===== config.mk =====
export PLATFORM = sky130hd
export DESIGN_NAME = txcon_ctrl
export DESIGN_NICKNAME = d
export VERILOG_FILES = /design/src/hw/rtl/txcon_pkg.sv /design/src/hw/rtl/txcon_ctrl.sv
export SDC_FILE = /design/constraint.sdc
export NUM_CORES = 1
export LEC_CHECK = 0
export ABC_AREA = 1
export BUFFER_PORTS_ARGS = -buffer_cell sky130_fd_sc_hd__buf_2
export CAP_MARGIN = 20
export CORE_MARGIN = 1
export CORE_UTILIZATION = 30
export CTS_CLUSTER_DIAMETER = 200
export DETAILED_ROUTE_END_ITERATION = 8
export MAX_ROUTING_LAYER = met4
export PLACE_DENSITY_LB_ADDON = 0.08
export SLEW_MARGIN = 20
export SYNTH_ARGS = -nofsm -noshare
export SYNTH_HDL_FRONTEND = slang
export SYNTH_SLANG_ARGS = --single-unit
export TNS_END_PERCENT = 20

===== constraint.sdc =====
create_clock -name clock -period 3 [get_ports clock]
set_clock_uncertainty 0.15 [all_clocks]
set_input_delay 0.15 -clock clock [delete_from_list [all_inputs] [get_ports clock]]
set_output_delay 0.15 -clock clock [all_outputs]
set_load 0.005 [all_outputs]

===== src/hw/rtl/txcon_pkg.sv =====
// Shared types and constants for the text console character engine.
// Used by txcon_ctrl, txcon_screen_ram, text_console_char_engine and the testbench; depends on nothing.
`default_nettype none

package txcon_pkg;

   localparam int DEF_COLS = 80;
   localparam int DEF_ROWS = 25;
   localparam int CELL_W   = 16;

   localparam logic [CELL_W-1:0] BLANK_CELL = 16'h0F20;
   localparam logic [7:0]        ATTR_BYTE  = 8'h0F;

   localparam logic [7:0] CH_BS    = 8'd8;
   localparam logic [7:0] CH_TAB   = 8'd9;
   localparam logic [7:0] CH_LF    = 8'd10;
   localparam logic [7:0] CH_FF    = 8'd12;
   localparam logic [7:0] CH_CR    = 8'd13;
   localparam logic [7:0] PRINT_LO = 8'd32;
   localparam logic [7:0] PRINT_HI = 8'd126;

   localparam logic KIND_CHAR = 1'b0;
   localparam logic KIND_READ = 1'b1;

   typedef enum logic [2:0] {
      ST_IDLE,
      ST_EXEC,
      ST_READ,
      ST_CLEAR,
      ST_SCROLL,
      ST_DRAIN,
      ST_FINISH
   } state_type;

endpackage

`default_nettype wire


===== src/hw/rtl/txcon_ctrl.sv =====
// Sequencer for the console: cursor state, character decode, clear and scroll
// sweeps, and the result register. Depends on txcon_pkg; drives txcon_screen_ram.
`default_nettype none

module txcon_ctrl
   import txcon_pkg::*;
#(
   parameter int COLS   = DEF_COLS,
   parameter int ROWS   = DEF_ROWS,
   parameter int ADDR_W = $clog2(DEF_ROWS * DEF_COLS)
) (
   input  wire logic              clock,
   input  wire logic              reset,
   input  wire logic              req_valid,
   output logic                   req_ready,
   input  wire logic              req_kind,
   input  wire logic [7:0]        req_char_code,
   input  wire logic [4:0]        req_read_row,
   input  wire logic [6:0]        req_read_col,
   output logic                   rsp_valid,
   input  wire logic              rsp_ready,
   output logic      [4:0]        rsp_cursor_row,
   output logic      [6:0]        rsp_cursor_col,
   output logic      [10:0]       rsp_cursor_pos,
   output logic      [15:0]       rsp_cell_word,
   output logic                   rsp_scrolled,
   output logic                   mem_wr_en,
   output logic      [ADDR_W-1:0] mem_wr_addr,
   output logic      [CELL_W-1:0] mem_wr_data,
   output logic                   mem_rd_en,
   output logic      [ADDR_W-1:0] mem_rd_addr,
   input  wire logic [CELL_W-1:0] mem_rd_data
);

   localparam int ROW_W = (ROWS > 1) ? $clog2(ROWS) : 1;
   localparam int COL_W = $clog2(COLS);
   localparam int CELLS = ROWS * COLS;
   localparam int MOVE  = (ROWS - 1) * COLS;

   localparam logic [ADDR_W-1:0] LAST_PTR = ADDR_W'(CELLS - 1);
   localparam logic [ADDR_W-1:0] MOVE_PTR = ADDR_W'(MOVE);
   localparam logic [ADDR_W-1:0] COLS_A   = ADDR_W'(COLS);
   localparam logic [ROW_W-1:0]  ROW_LAST = ROW_W'(ROWS - 1);
   localparam logic [COL_W-1:0]  COL_LAST = COL_W'(COLS - 1);

   state_type state_ff, state_in;

   logic              kind_ff, kind_in;
   logic [7:0]        code_ff, code_in;
   logic [4:0]        rr_ff, rr_in;
   logic [6:0]        rc_ff, rc_in;
   logic [ROW_W-1:0]  row_ff, row_in;
   logic [COL_W-1:0]  col_ff, col_in;
   logic [CELL_W-1:0] cell_ff, cell_in;
   logic              scrolled_ff, scrolled_in;
   logic [ADDR_W-1:0] ptr_ff, ptr_in;
   logic              pipe_vld_ff, pipe_vld_in;
   logic [ADDR_W-1:0] pipe_addr_ff, pipe_addr_in;
   logic              pipe_blank_ff, pipe_blank_in;

   logic              rsp_valid_ff, rsp_valid_in;
   logic [4:0]        rsp_row_ff, rsp_row_in;
   logic [6:0]        rsp_col_ff, rsp_col_in;
   logic [10:0]       rsp_pos_ff, rsp_pos_in;
   logic [15:0]       rsp_cell_ff, rsp_cell_in;
   logic              rsp_scr_ff, rsp_scr_in;

   logic [ADDR_W-1:0] cur_addr;
   logic [ADDR_W-1:0] read_addr;
   logic              read_in_range;
   logic [COL_W:0]    tab_col;
   logic              tab_wrap;
   logic [31:0]       row_wide;
   logic [31:0]       col_wide;
   logic [31:0]       pos_wide;
   logic              slot_free;

   assign row_wide      = 32'(row_ff);
   assign col_wide      = 32'(col_ff);
   assign pos_wide      = row_wide * COLS + col_wide;
   assign cur_addr      = pos_wide[ADDR_W-1:0];
   assign read_in_range = (32'(rr_ff) < ROWS) && (32'(rc_ff) < COLS);
   assign read_addr     = ADDR_W'(32'(rr_ff) * COLS + 32'(rc_ff));
   assign tab_col       = ({1'b0, col_ff} + (COL_W + 1)'(8)) & ~((COL_W + 1)'(7));
   assign tab_wrap      = 32'(tab_col) >= COLS;
   assign slot_free     = !rsp_valid_ff || rsp_ready;

   always_ff @(posedge clock) begin
      if (reset) begin
         state_ff     <= ST_IDLE;
         row_ff       <= '0;
         col_ff       <= '0;
         pipe_vld_ff  <= 1'b0;
         rsp_valid_ff <= 1'b0;
      end else begin
         state_ff     <= state_in;
         row_ff       <= row_in;
         col_ff       <= col_in;
         pipe_vld_ff  <= pipe_vld_in;
         rsp_valid_ff <= rsp_valid_in;
      end
   end

   always_ff @(posedge clock) begin
      kind_ff       <= kind_in;
      code_ff       <= code_in;
      rr_ff         <= rr_in;
      rc_ff         <= rc_in;
      cell_ff       <= cell_in;
      scrolled_ff   <= scrolled_in;
      ptr_ff        <= ptr_in;
      pipe_addr_ff  <= pipe_addr_in;
      pipe_blank_ff <= pipe_blank_in;
      rsp_row_ff    <= rsp_row_in;
      rsp_col_ff    <= rsp_col_in;
      rsp_pos_ff    <= rsp_pos_in;
      rsp_cell_ff   <= rsp_cell_in;
      rsp_scr_ff    <= rsp_scr_in;
   end

   always_comb begin
      logic newline;
      newline       = 1'b0;
      state_in      = state_ff;
      kind_in       = kind_ff;
      code_in       = code_ff;
      rr_in         = rr_ff;
      rc_in         = rc_ff;
      row_in        = row_ff;
      col_in        = col_ff;
      cell_in       = cell_ff;
      scrolled_in   = scrolled_ff;
      ptr_in        = ptr_ff;
      pipe_vld_in   = 1'b0;
      pipe_addr_in  = pipe_addr_ff;
      pipe_blank_in = pipe_blank_ff;
      rsp_valid_in  = rsp_valid_ff;
      rsp_row_in    = rsp_row_ff;
      rsp_col_in    = rsp_col_ff;
      rsp_pos_in    = rsp_pos_ff;
      rsp_cell_in   = rsp_cell_ff;
      rsp_scr_in    = rsp_scr_ff;
      req_ready     = 1'b0;
      mem_rd_en     = 1'b0;
      mem_rd_addr   = read_addr;
      mem_wr_en     = 1'b0;
      mem_wr_addr   = cur_addr;
      mem_wr_data   = BLANK_CELL;

      if (rsp_valid_ff && rsp_ready) begin
         rsp_valid_in = 1'b0;
      end

      case (state_ff)
         ST_IDLE: begin
            req_ready = 1'b1;
            if (req_valid) begin
               kind_in  = req_kind;
               code_in  = req_char_code;
               rr_in    = req_read_row;
               rc_in    = req_read_col;
               state_in = ST_EXEC;
            end
         end
         ST_EXEC: begin
            cell_in     = '0;
            scrolled_in = 1'b0;
            state_in    = ST_FINISH;
            if (kind_ff == KIND_READ) begin
               if (read_in_range) begin
                  mem_rd_en = 1'b1;
                  state_in  = ST_READ;
               end
            end else begin
               case (code_ff)
                  CH_BS: begin
                     mem_wr_en = 1'b1;
                     if (col_ff != '0) begin
                        col_in = col_ff - COL_W'(1);
                     end else if (row_ff != '0) begin
                        row_in = row_ff - ROW_W'(1);
                        col_in = COL_LAST;
                     end
                  end
                  CH_TAB: begin
                     if (tab_wrap) begin
                        col_in  = '0;
                        newline = 1'b1;
                     end else begin
                        col_in = tab_col[COL_W-1:0];
                     end
                  end
                  CH_LF: begin
                     col_in  = '0;
                     newline = 1'b1;
                  end
                  CH_FF: begin
                     row_in   = '0;
                     col_in   = '0;
                     ptr_in   = '0;
                     state_in = ST_CLEAR;
                  end
                  CH_CR: begin
                     col_in = '0;
                  end
                  default: begin
                     if (code_ff inside {[PRINT_LO:PRINT_HI]}) begin
                        mem_wr_en   = 1'b1;
                        mem_wr_data = {ATTR_BYTE, code_ff};
                        if (col_ff == COL_LAST) begin
                           col_in  = '0;
                           newline = 1'b1;
                        end else begin
                           col_in = col_ff + COL_W'(1);
                        end
                     end
                  end
               endcase
               if (newline) begin
                  if (row_ff == ROW_LAST) begin
                     scrolled_in = 1'b1;
                     ptr_in      = '0;
                     state_in    = ST_SCROLL;
                  end else begin
                     row_in = row_ff + ROW_W'(1);
                  end
               end
            end
         end
         ST_READ: begin
            cell_in  = mem_rd_data;
            state_in = ST_FINISH;
         end
         ST_CLEAR: begin
            mem_wr_en   = 1'b1;
            mem_wr_addr = ptr_ff;
            if (ptr_ff == LAST_PTR) begin
               state_in = ST_FINISH;
            end else begin
               ptr_in = ptr_ff + ADDR_W'(1);
            end
         end
         ST_SCROLL: begin
            if (ptr_ff < MOVE_PTR) begin
               mem_rd_en   = 1'b1;
               mem_rd_addr = ptr_ff + COLS_A;
            end
            pipe_vld_in   = 1'b1;
            pipe_addr_in  = ptr_ff;
            pipe_blank_in = ptr_ff >= MOVE_PTR;
            if (ptr_ff == LAST_PTR) begin
               state_in = ST_DRAIN;
            end else begin
               ptr_in = ptr_ff + ADDR_W'(1);
            end
         end
         ST_DRAIN: begin
            state_in = ST_FINISH;
         end
         ST_FINISH: begin
            if (slot_free) begin
               rsp_valid_in = 1'b1;
               rsp_row_in   = row_wide[4:0];
               rsp_col_in   = col_wide[6:0];
               rsp_pos_in   = pos_wide[10:0];
               rsp_cell_in  = cell_ff;
               rsp_scr_in   = scrolled_ff;
               state_in     = ST_IDLE;
            end
         end
         default: begin
            state_in = ST_IDLE;
         end
      endcase

      if (pipe_vld_ff) begin
         mem_wr_en   = 1'b1;
         mem_wr_addr = pipe_addr_ff;
         mem_wr_data = pipe_blank_ff ? BLANK_CELL : mem_rd_data;
      end
   end

   assign rsp_valid      = rsp_valid_ff;
   assign rsp_cursor_row = rsp_row_ff;
   assign rsp_cursor_col = rsp_col_ff;
   assign rsp_cursor_pos = rsp_pos_ff;
   assign rsp_cell_word  = rsp_cell_ff;
   assign rsp_scrolled   = rsp_scr_ff;

endmodule

`default_nettype wire


# Yosys cells after proc, flatten, opt, wreduce, memory -nomap -nowiden
# Index checks and enable logic that the tools add are counted.
# word_totals
regBits,118
latch_bits,0
mem_bits_rw,0
romBits,0
in_bits,41
out_inout_bits,82
word_cells,143
n_memories,0
# op_classes
add_sub_neg,9
multipliers,2
div_mod_pow,0
magnitude_cmp,7
eq_ne,21
shifts,0
mux,59
bitwise,2
n_reduce_logical,24
# op_table
cell,n
$mux W11,9
$eq A8 B4 Y1 const B,5
$mux W7,5
$mux W16,2
$mux W8,4
$pmux W16 S2,1
$mux W3,9
$add A11 B7 Y11,2
$pmux W11 S2,1
$pmux W7 S3,1
$mux W5,4
$pmux W3 S6,1
$mux W1,17
$mul A5 B3 Y7 const B,2
$ne A2 B2 Y1 const B,6
$add A11 B1 Y11 const B,1
$add A11 B7 Y11 const B,1
$eq A11 B11 Y1 const B,1
$ge A11 B11 Y1 const B,1
$lt A11 B11 Y1 const B,1
$pmux W5 S2,1
$eq A3 B3 Y1 const B,3
$add A7 B4 Y8 const B,1
$ge A8 B6 Y1 const B,1
other kinds (31),44

# Depth between registers and ports, before layout
# depth
depth_word,9
mapped_depth,15
depth_no_buf,14

# Worst setup path after synthesis
# Ideal clock, no wire load.
# synth_timing
kind,reg-to-reg
start,reg state_ff[1]
end,reg rsp_cell_ff[0] (netlist: rsp_cell_word[0]) (enable)
setup_time_ns,0.429
arrival_ns,2.301
t_required_ns,2.421
setup_slack_ns,0.120
stages_incl_launch_ff,5
path_buffers,0
synth_period_minus_slack_ns,2.880
path_cell_list,dfxtp_1 inv_2 nor3_1 inv_1 nor2_1
# synth_via
elab_chain_len,2
# synth_lines
element,line,text
start: declaration,txcon_ctrl.sv:46,"state_type state_ff, state_in;"
start signal: assignment,txcon_ctrl.sv:96,state_ff <= state_in;
$eq A3 B3 Y1,txcon_ctrl.sv:154,case (state_ff)
$reduce_and A2 Y1 (no source line),--,
end signal: assignment,txcon_ctrl.sv:117,rsp_cell_ff <= rsp_cell_in;
end: declaration,txcon_ctrl.sv:65,"logic [15:0] rsp_cell_ff, rsp_cell_in;"
# No other way between the ends.
# A chain may end at the register's enable or synchronous reset.

# Worst setup path in the final report
# layout_timing
start,reg row_ff[3]
end,out mem_wr_addr[10]
# layout_via
elab_chain_len,4
# layout_lines
element,line,text
start: declaration,txcon_ctrl.sv:52,"logic [ROW_W-1:0] row_ff, row_in;"
start signal: assignment,txcon_ctrl.sv:97,row_ff <= row_in;
$mul A5 B3 Y7,txcon_ctrl.sv:80,assign pos_wide = row_wide * COLS + col_wide;
$add A11 B7 Y11,txcon_ctrl.sv:80,
via pos_wide[10],txcon_ctrl.sv:75,logic [31:0] pos_wide;
$mux W11,txcon_ctrl.sv:154,
$mux W11,txcon_ctrl.sv:276,if (pipe_vld_ff) begin
end: declaration,txcon_ctrl.sv:28,"output logic [ADDR_W-1:0] mem_wr_addr,"
# The timed path passes the listed nets, and every way through them passes these cells.

==> metrics <==
reg2reg start=col_ff[0]; final routed DRC violation total=0; Initial Util=0.308; Yosys top cell by area=edfxtp_1; worst path required time=2700 ps; first-pass GRT wire length=27.7 mm; Int Power=4.36 mW; Setup crit start kind=flip-flop; top cells by count, synth=nand2_1, edfxtp_1, inv_1; Final nets=952; maximum vdd drop=between 400 and 500 uV; CP startpoint=row_ff[3]; fin worst setup slack=167 ps; synthesized flop and latch total=approximately 110; Clock Pin Slew Worst Setup and Hold Paths=60 ps; per-cell routed wire length=15.0 microns; crit end category=output pin; placed cell areas=7430 sq um; pre-CTS setup slack=419 ps; # IOs=around 120; Die Area=22200 sq um; Antenna Cells=0; Worst Reg-to-Reg Cells=9; crit-path cells=ha_1 -> ha_2 -> inv_1 -> fa_1 -> xnor2_2 -> nand3_2 -> xor2_2 -> o21ai_1 -> nand2_1 -> buf_2; Setup crit end=mem_wr_addr[10]; total routed wirelength=17.4 mm; clk buf depth=2; Tightest Pin Transition=741 ps; IO Port Bufs=122; sequential fraction of the synthesis area=0.501; Synth Flop Type=edfxtp_1; synth warn=0; Hold WC Path Type=in -> reg; Tot GR Track Use=0.169; Comb power frac=0.352; Clock power frac=0.285; via count=5366; crit path time final=2830 ps; design area=approximately 8500 sq um; number of synthesized flops with an enable pin=97; total global routing overflow=0; slowest CP cell=fa_1; clk root buf=clkbuf_16; cell count after synthesis=702; antenna-violating nets left=0; R2R Path End=ptr_ff[9]; fin. max-slew vios=0; Max transition margin=0.505; Die Span Y=149 microns; CTS tree=built; Synth top area share=0.449; Crit Path Category=reg -> out; count of cell types in the netlist=45; Leakage=3.69 nW; synthesis-to-layout area growth=30.4%; share of layout cells above drive strength 1=0.274; count leader, synth=nand2_1; maximum clock rate=0.353 GHz; DP HPWL=13.2 mm; Num CTS Buffers=17; Final Wtd Congestion=0.851; Post-synth ARST share=0; max-cap violations=0; via/cell ratio=4.61; arrival time at the worst endpoint=2530 ps; area of the core=21100 sq um; final setup fails=0; 1st-iter DRT viols=229; endpoints failing hold=0; Reg power frac=0.363; PwrDens=811 nW/um^2; vias in the first global route=5550; syn nets=778; DR pass1 iterations=4; Crit Path Max Fanout=7; Synth area leaders=edfxtp_1, nand2_1, ha_1; Synth Cell Area=6490 sq um; FP Rows=53; initial antenna violation count=0; DIE WIDTH=around 150 microns; CTS H-tree depth=4; clk sinks=roughly 110; CP peak stage delay=400 ps; worst skew pair latency=420 ps; Net Switching=2.50 mW; Switching Share=0.365; status=completed; Avg Cell Area, Syn=9.24 sq um; largest net degree at the start of global routing=36; RSZ-0062 raised after global routing=true; r2r setup slk=620 ps; fin crit share=0.944
## critical path, delay by kind of cell, from the launching register on
family | cells | cell delay (ps)
xor gates and xnor gates | 2 | 400
adders and majority gates | 3 | 870
DFF | 1 | 360
and+or+nand+nor | 2 | 180
AOI/OAI and AO/OA | 1 | 130
buffers and inverters | 2 | 170
## timing repair
item                                    CTS  global route
pin swaps                                 0             5
endpoints found under the hold margin    45             0
hold buffers                             40             0
resized for setup                         1            21
gates cloned                              0             0
endpoints found under the setup margin    1             4
setup buffers                             0             1
## final cells by class
cell class	instances	area (sq um)
clock inverter	11	115
inverter	107	409
multi-input combinational	462	2780
tap	275	344
fill	2148	12600
clock buffer	21	450
sequential	114	3260
timing repair buffer	174	1100
## cells in the final DEF, fill, tap and decap left out, types with 14 or more instances in the layout
master,Yosys,layout
edfxtp_1,97,97
nor2_1,70,68
nand2_1,126,125
ha_1,31,29
inv_2,13,14
xor2_1,20,19
o21ai_0,32,27
inv_1,90,89
a21oi_1,30,30
nand3_1,37,36
clkbuf_16,0,17
dlygate4sd3_1,0,40
o21ai_1,14,19
buf_2,8,122
## flip-flops by register name (all words and copies together) (netlist names)
name,cells
cell_ff,16
code_ff,8
col_ff,7
kind_ff,1
pipe_addr_ff,11
pipe_blank_ff,1
pipe_vld_ff,1
ptr_ff,11
rc_ff,7
row_ff,5
rr_ff,5
rsp_cell_word,16
rsp_cursor_col,7
rsp_cursor_pos,7
rsp_cursor_row,5
rsp_scrolled,1
rsp_valid,1
scrolled_ff,1
state_ff,3
## metal layers
metal | global-route usage | vias to the layer above | wire length (microns)
met5 | - | - | 0
met4 | 0.0714 | 0 | 399
met3 | 0.0394 | 24 | 639
met2 | 0.293 | 110 | 8950
met1 | 0.186 | 2532 | 7450
li1 | - | 2700 | -
## worst min-delay path by stage
stage | startpoint | cells after the start | to
floorplan | req_char_code[0] | 0 | code_ff[0]
global placement | req_read_row[2] | 1 | rr_ff[2]
detailed placement | req_char_code[7] | 1 | code_ff[7]
CTS | req_valid | 3 | code_ff[6]
global route | req_valid | 3 | code_ff[7]
finish | req_valid | 3 | code_ff[7]
## through the flow
| stage | TNS, ps | utilization | power (mW) | instances | hold slack, ps |
|---|---|---|---|---|---|
| after detailed placement | 0 | 0.352 | 4.85 | 1091 | 179 |
| final | 0 | 0.401 | 6.86 | 1164 | 52.7 |
| after floorplan | 0 | - | 4.04 | 702 | 98.9 |
| after global placement | 0 | 0.352 | 4.81 | 1091 | 177 |
| after global routing | -15.0 | 0.401 | 7.33 | 1164 | 59.6 |
| after CTS | 0 | 0.398 | 6.89 | 1163 | 39.1 |
## power groups by stage
stage / Combinational (mW) / Sequential [mW] / Clock, mW
final: 2.41 / 2.49 / 1.95
after CTS: 2.38 / 2.49 / 2.01
after global routing: 2.73 / 2.53 / 2.07
after detailed placement: 2.33 / 2.52 / 0
after global placement: 2.30 / 2.51 / 0
after floorplan: 1.62 / 2.41 / 0
## kinds of logic after synthesis
kind of cell             count (synthesis)  share of synthesized area
AO/OA/AOI/OAI                          111                      0.101
adder cells (fa/ha/maj)                 35                     0.0721
buffers and inverters                  126                     0.0793
XOR/XNOR                                25                     0.0337
AND/OR/NAND/NOR                        291                      0.212
flip-flops                             114                      0.501
Note: power is estimated with default switching activity, not from simulation.
